[src/hw/rtl/utne_pkg.sv]
// Shared types and constants for the newline-expanding 8N1 transmitter.
// No dependencies; used by every module of the block.
`timescale 1ns / 1ps

package utne_pkg;

	localparam logic [7:0]  CHAR_CR        = 8'h0D;
	localparam logic [7:0]  CHAR_LF        = 8'h0A;
	localparam int          FRAME_BITS     = 10;
	localparam int          BIT_IDX_W      = 4;
	localparam logic [15:0] BIT_PERIOD_RST = 16'd868;

	// One queued frame request: the character and whether a CR frame follows it.
	typedef struct packed {
		logic [7:0] char_val;
		logic       expand;
	} q_entry_t;

	typedef struct packed {
		logic full;
		logic empty;
	} fifo_stat_t;

endpackage

[src/hw/rtl/utne_front.sv]
// Front end: accepts characters, tracks the carriage-return flag and classifies
// each character into a queue request. Depends on utne_pkg.
`timescale 1ns / 1ps

module utne_front import utne_pkg::*; (
	input  logic       clk,
	input  logic       arst_n,
	input  logic       in_valid,
	output logic       in_ready,
	input  logic [7:0] char_in,
	input  fifo_stat_t q_stat,
	output logic       push,
	output q_entry_t   push_entry
);

	logic after_cr_q;

	assign in_ready              = !q_stat.full;
	assign push                  = in_valid && !q_stat.full;
	assign push_entry.char_val   = char_in;
	// a bare line feed gets a carriage return appended by the back end
	assign push_entry.expand     = (char_in == CHAR_LF) && !after_cr_q;

	always_ff @(posedge clk or negedge arst_n) begin
		if (!arst_n) begin
			after_cr_q <= 1'b0;
		end else if (push) begin
			after_cr_q <= (char_in == CHAR_CR);
		end
	end

endmodule

[src/hw/rtl/utne_fifo.sv]
// Small request queue between front and back end.
// Depends on utne_pkg for the entry and status types.
`timescale 1ns / 1ps

module utne_fifo import utne_pkg::*; #(
	parameter int DEPTH = 4
) (
	input  logic       clk,
	input  logic       arst_n,
	input  logic       push,
	input  q_entry_t   push_entry,
	input  logic       pop,
	output q_entry_t   pop_entry,
	output fifo_stat_t stat
);

	localparam int AW = (DEPTH > 1) ? $clog2(DEPTH) : 1;
	localparam int CW = $clog2(DEPTH + 1);

	q_entry_t        mem_q [DEPTH];
	logic [AW-1:0]   wr_ptr_q;
	logic [AW-1:0]   rd_ptr_q;
	logic [CW-1:0]   count_q;
	logic            do_push;
	logic            do_pop;

	assign stat.full  = (count_q == CW'(DEPTH));
	assign stat.empty = (count_q == '0);
	assign do_push    = push && !stat.full;
	assign do_pop     = pop && !stat.empty;
	assign pop_entry  = mem_q[rd_ptr_q];

	always_ff @(posedge clk) begin
		if (do_push) begin
			mem_q[wr_ptr_q] <= push_entry;
		end
	end

	always_ff @(posedge clk or negedge arst_n) begin
		if (!arst_n) begin
			wr_ptr_q <= '0;
			rd_ptr_q <= '0;
			count_q  <= '0;
		end else begin
			if (do_push) begin
				wr_ptr_q <= (wr_ptr_q == AW'(DEPTH - 1)) ? '0 : wr_ptr_q + 1'b1;
			end
			if (do_pop) begin
				rd_ptr_q <= (rd_ptr_q == AW'(DEPTH - 1)) ? '0 : rd_ptr_q + 1'b1;
			end
			if (do_push && !do_pop) begin
				count_q <= count_q + 1'b1;
			end else if (do_pop && !do_push) begin
				count_q <= count_q - 1'b1;
			end
		end
	end

endmodule

[src/hw/rtl/utne_back.sv]
// Back end: serializes queued requests into 8N1 frame bits, one result per bit,
// paced by the bit period. Depends on utne_pkg.
`timescale 1ns / 1ps

module utne_back import utne_pkg::*; (
	input  logic        clk,
	input  logic        arst_n,
	input  logic [15:0] bit_period,
	input  fifo_stat_t  q_stat,
	input  q_entry_t    q_entry,
	output logic        pop,
	output logic        out_valid,
	input  logic        out_ready,
	output logic        line_level,
	output logic        last_bit
);

	typedef enum logic {
		ST_IDLE,
		ST_SEND
	} state_t;

	state_t                state_q;
	logic [FRAME_BITS-1:0] frame_q;
	logic [BIT_IDX_W-1:0]  bit_idx_q;
	logic                  pending_cr_q;
	logic [15:0]           timer_q;
	logic                  out_valid_q;
	logic                  line_level_q;
	logic                  last_bit_q;
	logic [15:0]           period_m1;
	logic                  slot_free;
	logic                  emit;
	logic                  stop_bit;

	assign period_m1  = (bit_period == '0) ? '0 : bit_period - 16'd1;
	assign slot_free  = !out_valid_q || out_ready;
	assign emit       = (state_q == ST_SEND) && (timer_q == '0) && slot_free;
	assign stop_bit   = (bit_idx_q == BIT_IDX_W'(FRAME_BITS - 1));
	assign pop        = (state_q == ST_IDLE) && !q_stat.empty;

	assign out_valid  = out_valid_q;
	assign line_level = line_level_q;
	assign last_bit   = last_bit_q;

	always_ff @(posedge clk or negedge arst_n) begin
		if (!arst_n) begin
			state_q      <= ST_IDLE;
			frame_q      <= '1;
			bit_idx_q    <= '0;
			pending_cr_q <= 1'b0;
			timer_q      <= '0;
			out_valid_q  <= 1'b0;
			line_level_q <= 1'b1;
			last_bit_q   <= 1'b0;
		end else begin
			if (emit) begin
				out_valid_q <= 1'b1;
			end else if (out_valid_q && out_ready) begin
				out_valid_q <= 1'b0;
			end
			// hold the previous bit on the line until its period runs out
			if (timer_q != '0) begin
				timer_q <= timer_q - 16'd1;
			end
			case (state_q)
				ST_IDLE: begin
					if (pop) begin
						frame_q      <= {1'b1, q_entry.char_val, 1'b0};
						pending_cr_q <= q_entry.expand;
						bit_idx_q    <= '0;
						state_q      <= ST_SEND;
					end
				end
				ST_SEND: begin
					if (emit) begin
						line_level_q <= frame_q[0];
						last_bit_q   <= stop_bit && !pending_cr_q;
						timer_q      <= period_m1;
						if (stop_bit && pending_cr_q) begin
							// follow the line feed with a carriage-return frame
							frame_q      <= {1'b1, CHAR_CR, 1'b0};
							pending_cr_q <= 1'b0;
							bit_idx_q    <= '0;
						end else begin
							frame_q   <= {1'b1, frame_q[FRAME_BITS-1:1]};
							bit_idx_q <= bit_idx_q + 1'b1;
							if (stop_bit) begin
								state_q <= ST_IDLE;
							end
						end
					end
				end
				default: begin
					state_q <= ST_IDLE;
				end
			endcase
		end
	end

endmodule

[src/hw/rtl/uart_tx_newline_expand.sv]
// Top level of the 8N1 transmitter with line-feed expansion.
// Depends on utne_pkg, utne_front, utne_fifo and utne_back.
//
// Usage:
//   Characters enter on in_valid/in_ready/char_in. Each frame bit leaves as one
//   request on out_valid/out_ready with line_level and last_bit; last_bit marks
//   the stop bit that ends the work caused by one character. A line feed that
//   does not follow a carriage return produces two frames (LF, then CR).
//   cfg_we/cfg_wdata write bit_period, the hold time of each line level in
//   clock cycles (a value of zero acts as one); write it only while idle.
//   A character passes the queue, then the serializer's frame register, then the
//   output register before its start bit is offered, when the back end is idle
//   and the previous stop bit has run out. Each following bit is offered once the
//   previous bit's period has run out, or later if the receiver has not taken it yet.
//   The character rate is set by the bit timer of the serializer (an expanded
//   line feed sends two frames); with bit_period below 2 the queue fetch also
//   slows each character. The queue of DEPTH requests lets the front accept
//   characters while a frame is on the line.
//   A stalled receiver holds the current bit and pauses the serializer; input is
//   still taken until the queue fills.
//   Reset: queue empty, carriage-return flag clear, line level high, bit_period
//   set to 868.
`timescale 1ns / 1ps

module uart_tx_newline_expand import utne_pkg::*; #(
	parameter int DEPTH = 4
) (
	input  logic        clk,
	input  logic        arst_n,
	input  logic        cfg_we,
	input  logic [15:0] cfg_wdata,
	input  logic        in_valid,
	output logic        in_ready,
	input  logic [7:0]  char_in,
	output logic        out_valid,
	input  logic        out_ready,
	output logic        line_level,
	output logic        last_bit
);

	logic [15:0] bit_period_q;
	fifo_stat_t  q_stat;
	logic        push;
	q_entry_t    push_entry;
	logic        pop;
	q_entry_t    pop_entry;

	always_ff @(posedge clk or negedge arst_n) begin
		if (!arst_n) begin
			bit_period_q <= BIT_PERIOD_RST;
		end else if (cfg_we) begin
			bit_period_q <= cfg_wdata;
		end
	end

	utne_front u_front (
		.clk        (clk),
		.arst_n     (arst_n),
		.in_valid   (in_valid),
		.in_ready   (in_ready),
		.char_in    (char_in),
		.q_stat     (q_stat),
		.push       (push),
		.push_entry (push_entry)
	);

	utne_fifo #(
		.DEPTH (DEPTH)
	) u_fifo (
		.clk        (clk),
		.arst_n     (arst_n),
		.push       (push),
		.push_entry (push_entry),
		.pop        (pop),
		.pop_entry  (pop_entry),
		.stat       (q_stat)
	);

	utne_back u_back (
		.clk        (clk),
		.arst_n     (arst_n),
		.bit_period (bit_period_q),
		.q_stat     (q_stat),
		.q_entry    (pop_entry),
		.pop        (pop),
		.out_valid  (out_valid),
		.out_ready  (out_ready),
		.line_level (line_level),
		.last_bit   (last_bit)
	);

	a_stat_consistent: assert property (@(posedge clk) disable iff (!arst_n)
		!(q_stat.full && q_stat.empty))
		else $error("queue reports full and empty at once");

	a_push_fills: assert property (@(posedge clk) disable iff (!arst_n)
		(in_valid && in_ready) |=> !q_stat.empty)
		else $error("accepted character did not reach the queue");

	a_last_is_stop: assert property (@(posedge clk) disable iff (!arst_n)
		(out_valid && last_bit) |-> line_level)
		else $error("last bit flagged on a level other than the stop bit");

endmodule

[config.mk]
export PLATFORM = sky130hd
export DESIGN_NAME = uart_tx_newline_expand
export DESIGN_NICKNAME = d
export VERILOG_FILES = /design/src/hw/rtl/utne_pkg.sv /design/src/hw/rtl/utne_front.sv /design/src/hw/rtl/utne_fifo.sv /design/src/hw/rtl/utne_back.sv /design/src/hw/rtl/uart_tx_newline_expand.sv
export SDC_FILE = /design/constraint.sdc
export NUM_CORES = 1
export LEC_CHECK = 0
export ABC_AREA = 1
export BUFFER_PORTS_ARGS = -buffer_cell sky130_fd_sc_hd__buf_2
export CORE_MARGIN = 2
export CORE_UTILIZATION = 25
export CTS_CLUSTER_DIAMETER = 30
export DETAILED_ROUTE_END_ITERATION = 12
export PLACE_DENSITY = 0.45
export SLEW_MARGIN = 5
export SYNTH_ARGS = -nofsm -noshare
export SYNTH_HDL_FRONTEND = slang
export SYNTH_SLANG_ARGS = --single-unit
[constraint.sdc]
create_clock -name clk -period 2.5 [get_ports clk]
set_clock_uncertainty 0.1 [all_clocks]
set_input_delay 0.375 -clock clk [delete_from_list [all_inputs] [get_ports clk]]
set_output_delay 0.375 -clock clk [all_outputs]
set_load 0.05 [all_outputs]
======== After elaboration in Yosys (flattened, before gate mapping) ========
Memory sizes are Yosys's and may differ from the RTL's.
Cells that the tools add are included.
Widths: inputs -> output; s select.
operators by class
  add/subtract/negate cells ............... 7
  equal/unequal tests ..................... 9
  multiplexer cells ....................... 29
  bitwise logic cells ..................... 1
  reduce and logical (&&, ||, !) cells .... 29
operators by type and width
  operator               count
  $mux 16                4
  $logic_not 16->1       2
  $sub 16x1->16 const B  2
  $mux 10                2
  $pmux 10 s2            1
  $eq 8x4->1 const B     2
  $reduce_bool 16->1     1
  $logic_and 1x1->1      12
  $mux 4                 3
  $mux 1                 11
  $mux 9                 1
  $pmux 4 s2             1
  $logic_not 1->1        7
  $mux 3                 2
  $ne 2x2->1 const B     3
  $add 2x1->2 const B    2
  $add 4x1->4 const B    1
  $eq 2x2->1 const B     2
  $eq 4x4->1 const B     1
  $mux 2                 2
  $pmux 1 s2             2
  $reduce_and 2->1       2
  $reduce_bool 2->1      2
  $add 3x1->3 const B    1
  6 further kinds        6
word-level totals
  register bits ........................... 59
  memory bits (writable) .................. 36
  input port bits ......................... 29
  logic and storage cells ................. 89
  memories ................................ 1
memory list
  memory        depth  bits a word  read ports  clocked after Yosys merged registers in  wr ports  RTL line         text
  u_fifo.mem_q  4      9            1           0                                        1         utne_fifo.sv:20  q_entry_t mem_q [DEPTH];

======== Longest topological paths before layout ========
  depth in word-level cells ............... 8
  depth in mapped cells ................... 11
  gate-level depth less buffers ........... 11

======== Hierarchy ========
A second synthesis with hierarchy kept.
second synthesis, totals
  cells, all modules ...................... 641
  area, all modules ....................... 5,290.1 um^2
by module, submodules not included
  module                  times used  cells an instance  area each (um^2)  seq. area each (um^2)
  utne_back               1           376                2,469.9           863.3
  utne_fifo               1           165                1,990.7           1,256.2
  uart_tx_newline_expand  1           68                 650.6             406.6
  utne_front              1           32                 178.9             25.0

======== Least setup slack after synthesis ========
OpenSTA, ideal clock, no wires.
  path type ............................... reg2reg
  start ................................... register u_fifo.count_q[0]
  end ..................................... register u_fifo.count_q[1]
  arrival ................................. 2,160 ps
  data required time ...................... 2,275 ps
  path slack .............................. 115 ps
  cell stages (with the launch flop) ...... 9
  path buffers ............................ 0
  period minus slack after synthesis ...... 2,385 ps
  path through ............................ dfrtp_1 > nor2_1 > nand2_1 > nand2_1 > inv_1 > ha_1 > inv_1 > fa_1 > mux2_2
on the way
  longest elaborated chain between the ends .. 7
  elaborated cells between the ends (all ways) .. 17
  those cells by class .................... add/sub: 2; eq/ne: 1; mux: 2; reduce/logical: 12
RTL lines
  item                         RTL line                      text
  from (decl)                  utne_fifo.sv:23               logic [CW-1:0] count_q;
  from (signal assigned)       utne_fifo.sv:52               count_q <= count_q + 1'b1;
  from (signal assigned)       utne_fifo.sv:54               count_q <= count_q - 1'b1;
  $eq 3x3->1 *                 utne_fifo.sv:27               assign stat.full = (count_q == CW'(DEPTH));
  $logic_not 1->1 *            n/a
  via in_ready                 uart_tx_newline_expand.sv:33  output logic in_ready,
  $logic_and 1x1->1 *          utne_front.sv:19              assign push = in_valid && !q_stat.full;
  via push                     uart_tx_newline_expand.sv:43  logic push;
  $logic_and 1x1->1 *          utne_fifo.sv:29               assign do_push = push && !stat.full;
  $logic_not 1->1              utne_fifo.sv:53               end else if (do_pop && !do_push) begin
  $logic_and 1x1->1            utne_fifo.sv:53
  $reduce_bool 2->1 (no line)  n/a
The timed path passes the listed nets; every way through them passes the cells marked *. The select of a mux whose other input is x is not followed.
A chain may end at the register's enable or synchronous reset.

======== Worst setup path after layout ========
  start ................................... register u_fifo.count_q[1]
  end ..................................... register u_fifo.count_q[1]
on the way
  longest elaborated chain between the ends .. 7
  elaborated cells between the ends (all ways) .. 17
  those cells by class .................... add/sub: 2; eq/ne: 1; mux: 2; reduce/logical: 12
RTL lines
  item                         RTL line
  $eq 3x3->1 *                 utne_fifo.sv:27
  $logic_not 1->1 *            utne_front.sv:19
  $logic_and 1x1->1 *          utne_front.sv:19
  via push                     uart_tx_newline_expand.sv:43
  $logic_and 1x1->1 *          utne_fifo.sv:29
  $logic_not 1->1              utne_fifo.sv:53
  $logic_and 1x1->1            utne_fifo.sv:53
  $reduce_bool 2->1 (no line)  n/a
Marked as above.

==> impl_metrics.env <==
export IMPL_outcome="completed"
export IMPL_die_height_um=142
export IMPL_syn_nets=579
export IMPL_ctsHoldBuffers=1
export IMPL_cts_buffers=9
export IMPL_period_share_pct=86.8
export IMPL_routed_wl_mm=10.4
export IMPL_report_final_slew_viol_count=0
export IMPL_drc=0
export IMPL_wl_per_cell_um=12.7
export IMPL_row_count=50
export IMPL_relSlewSlack_pct=56.5
export IMPL_synth_cell_area_um2=4760
export IMPL_antenna_cells=0
export IMPL_antenna_left=0
export IMPL_route_vias_total=3494
export IMPL_dpl_cell_area_um2=5200
export IMPL_fmax_mhz=461
export IMPL_clk_path_buf_depth=2
export IMPL_ys_flop_type="dfrtp_1"
export IMPL_powerDensity_nw_per_um2=680
export IMPL_yosysSeqAreaShare_pct=53.6
export IMPL_core_region_area_um2=18700
export IMPL_hold_depth=3
export IMPL_async_flop_share_pct=61.7
export IMPL_grt_use_met1_pct=16.0
export IMPL_nNetsFinal=620
export IMPL_final_util_pct=29.4
export IMPL_min_to="bit_period_q[0]"
export IMPL_r2r_slack_ns=0.33
export IMPL_worst_slew_pin_transition_ns=0.647
export IMPL_path_class="reg -> reg"
export IMPL_cts_tree="yes"
export IMPL_cp_cell_sequence="nor2_1 > nand2_1 > nand2_1 > inv_1 > ha_1 > inv_1 > fa_1 > mux2_2"
export IMPL_cts_resized=0
export IMPL_grt_pass1_vias=3593
export IMPL_final_common_cell="nand2_1"
export IMPL_setup_ws_ns=0.331
export IMPL_via_per_inst=4.27
export IMPL_yosysWarnings=0
export IMPL_critPathBufInv=2
export IMPL_cts_htree_levels=3
export IMPL_p_comb_share_pct=13.6
export IMPL_final_cell_mix="nand2_1, nor2_1, o21ai_0"
export IMPL_antenna_found_initial=0
export IMPL_ir_drop_v=0.000297
export IMPL_worstHoldStart="cfg_wdata[0]"
export IMPL_synthCells=538
export IMPL_synthTopCellsByArea="edfxtp_1, dfrtp_1, nand2_1"
export IMPL_critPathLaunchType="flop"
export IMPL_hold_viol=0
export IMPL_die_w_um=142
export IMPL_place_ws_ns=0.336
export IMPL_synth_edf_count=36
export IMPL_drt_iter0_drc=164
export IMPL_regToRegEndpoint="u_fifo.count_q[1]"
export IMPL_period_needed_ns=2.17
export IMPL_rsz0062_at_grt="no"
export IMPL_p_int_w=0.00268
export IMPL_power_frac_seq_pct=50.9
export IMPL_end_kind="flop"
export IMPL_cp_arrival_ns=2.31
export IMPL_clkLatencyLatePin_ns=0.36
export IMPL_drv_cap=0
export IMPL_crit_slowest_cell="dfrtp_1"
export IMPL_met3_usage_pct=1.92
export IMPL_switchingPower_w=0.00106
export IMPL_dpl_hpwl_mm=7.52
export IMPL_p_leak_nw=2.33
export IMPL_design_area_um2=5490
export IMPL_drt_pre_antenna_iters=4
export IMPL_die_area_um2=20100
export IMPL_pin_count=33
export IMPL_grt_util_met2_pct=17.1
export IMPL_tns_ns=0
export IMPL_p_sw_share_pct=28.3
export IMPL_syn_area_per_cell_um2=8.84
export IMPL_finalSetupViolations=0
export IMPL_start_util_pct=25.4
export IMPL_yosysTopAreaCell="edfxtp_1"
export IMPL_grtUsageTotal_pct=11.3
export IMPL_busiest_layer="met2"
export IMPL_area_delta_synth_final_pct=15.5
export IMPL_cts_root_buf="clkbuf_16"
export IMPL_p_clk_share_pct=35.5
export IMPL_critPathTopFamily="adder cells"
export IMPL_ys_seq_elements=94
export IMPL_place_gp_congestion=0.832
export IMPL_r2r_cells=8
export IMPL_cts_setup_buffers=0
export IMPL_reg2reg_from="u_fifo.count_q[1]"
export IMPL_synth_top_cell_area_share_pct=22.7
export IMPL_grt_overflow_total=0
export IMPL_grt_start_max_net_pins=33
export IMPL_drive_gt1_share_pct=16.4
export IMPL_portBuffers=32
export IMPL_grt_pass1_wl_mm=18.1
export IMPL_p_total_w=0.00373
export IMPL_cp_required_ns=2.64
export IMPL_path_clk_slew_ns=0.07
export IMPL_ys_types=37
export IMPL_slowest_delay_ns=0.45
export IMPL_cts_sinks=94
export IMPL_min_path_type="in -> reg"
export IMPL_cp_max_fo=7
synth_stat cells, types with 4 or more instances:
library cell  number
clkbuf_1           4
xnor2_1           13
dfrtp_1           43
inv_1             45
nand2_1          129
nor2_2             6
nand3_1           36
buf_6              4
a21oi_1            7
nor2_1            82
ha_1              11
o21ai_0           55
o21ai_1            4
xor2_1             9
edfxtp_1          36
buf_2              5
nand4_1            4
nand2_2            5
dfstp_2           15
worst register-to-register path, stage by stage (launching register included):
cell and delay [ns]:
dfrtp_1 0.45, nor2_1 0.12, nand2_1 0.07, nand2_1 0.19, inv_1 0.13, ha_1 0.21
inv_1 0.09, fa_1 0.42, mux2_2 0.27
power by group through the flow:
stage / combinational (W) / sequential (W) / clock, W
floorplan: 0.000331 / 0.00191 / 0
global placement: 0.000507 / 0.00192 / 0
detailed placement: 0.000519 / 0.00193 / 0
CTS: 0.000525 / 0.00190 / 0.00137
global route: 0.000599 / 0.00192 / 0.00143
finish: 0.000509 / 0.00190 / 0.00132
routing by layer:
metal,vias up,wire length (µm),part of all wire (%)
li1,1830,-,-
met1,1610,5430,52
met2,43,4460,43
met3,11,255,2.5
met4,0,208,2.0
met5,-,0,0
metrics by stage:
stage / instances / hold slack [ns]
after floorplan: 538 / -0.0206
final: 818 / 0.122
after global routing: 818 / 0.132
after detailed placement: 801 / 0.343
after CTS: 818 / 0.110
after global placement: 801 / 0.334
layout make-up:
| class | instances | area (µm²) |
|---|---|---|
| inverter | 47 | 176 |
| fill | 1988 | 13200 |
| timing repair buffer | 44 | 253 |
| multi-input combinational | 383 | 1940 |
| tap | 234 | 293 |
| clock buffer | 10 | 229 |
| clock inverter | 6 | 53.8 |
| sequential | 94 | 2550 |
flip-flops by register name (all words and copies together) (netlist names):
register / count
u_fifo.mem_q: 36
u_fifo.count_q: 3
u_back.state_q: 1
u_back.bit_idx_q: 4
u_fifo.rd_ptr_q: 2
bit_period_q: 16
u_back.last_bit: 1
u_back.timer_q: 16
u_back.pending_cr_q: 1
u_back.line_level: 1
u_front.after_cr_q: 1
u_back.frame_q: 9
u_fifo.wr_ptr_q: 2
u_back.out_valid: 1
worst max path at each step:
stage,to,slack (ns),start,cells after the start
floorplan,u_fifo.count_q[1],0.12,u_fifo.count_q[0],8
global placement,u_fifo.count_q[1],0.41,u_fifo.count_q[0],8
detailed placement,u_fifo.count_q[2],0.34,u_fifo.count_q[0],10
CTS,u_fifo.count_q[1],0.33,u_fifo.count_q[1],8
global route,u_fifo.count_q[2],0.05,u_fifo.count_q[0],10
finish,u_fifo.count_q[1],0.33,u_fifo.count_q[1],8
logic make-up after synthesis:
kind of cell / Yosys count / share of synthesized area [%]
flops: 94 / 53.6
simple gates: 273 / 24.4
compound gates: 75 / 8.71
buf+inv: 61 / 5.65
fa+ha+maj: 12 / 3.31
mux: 1 / 0.237
xor+xnor: 22 / 4.05
(Power assumes the default switching activity.)
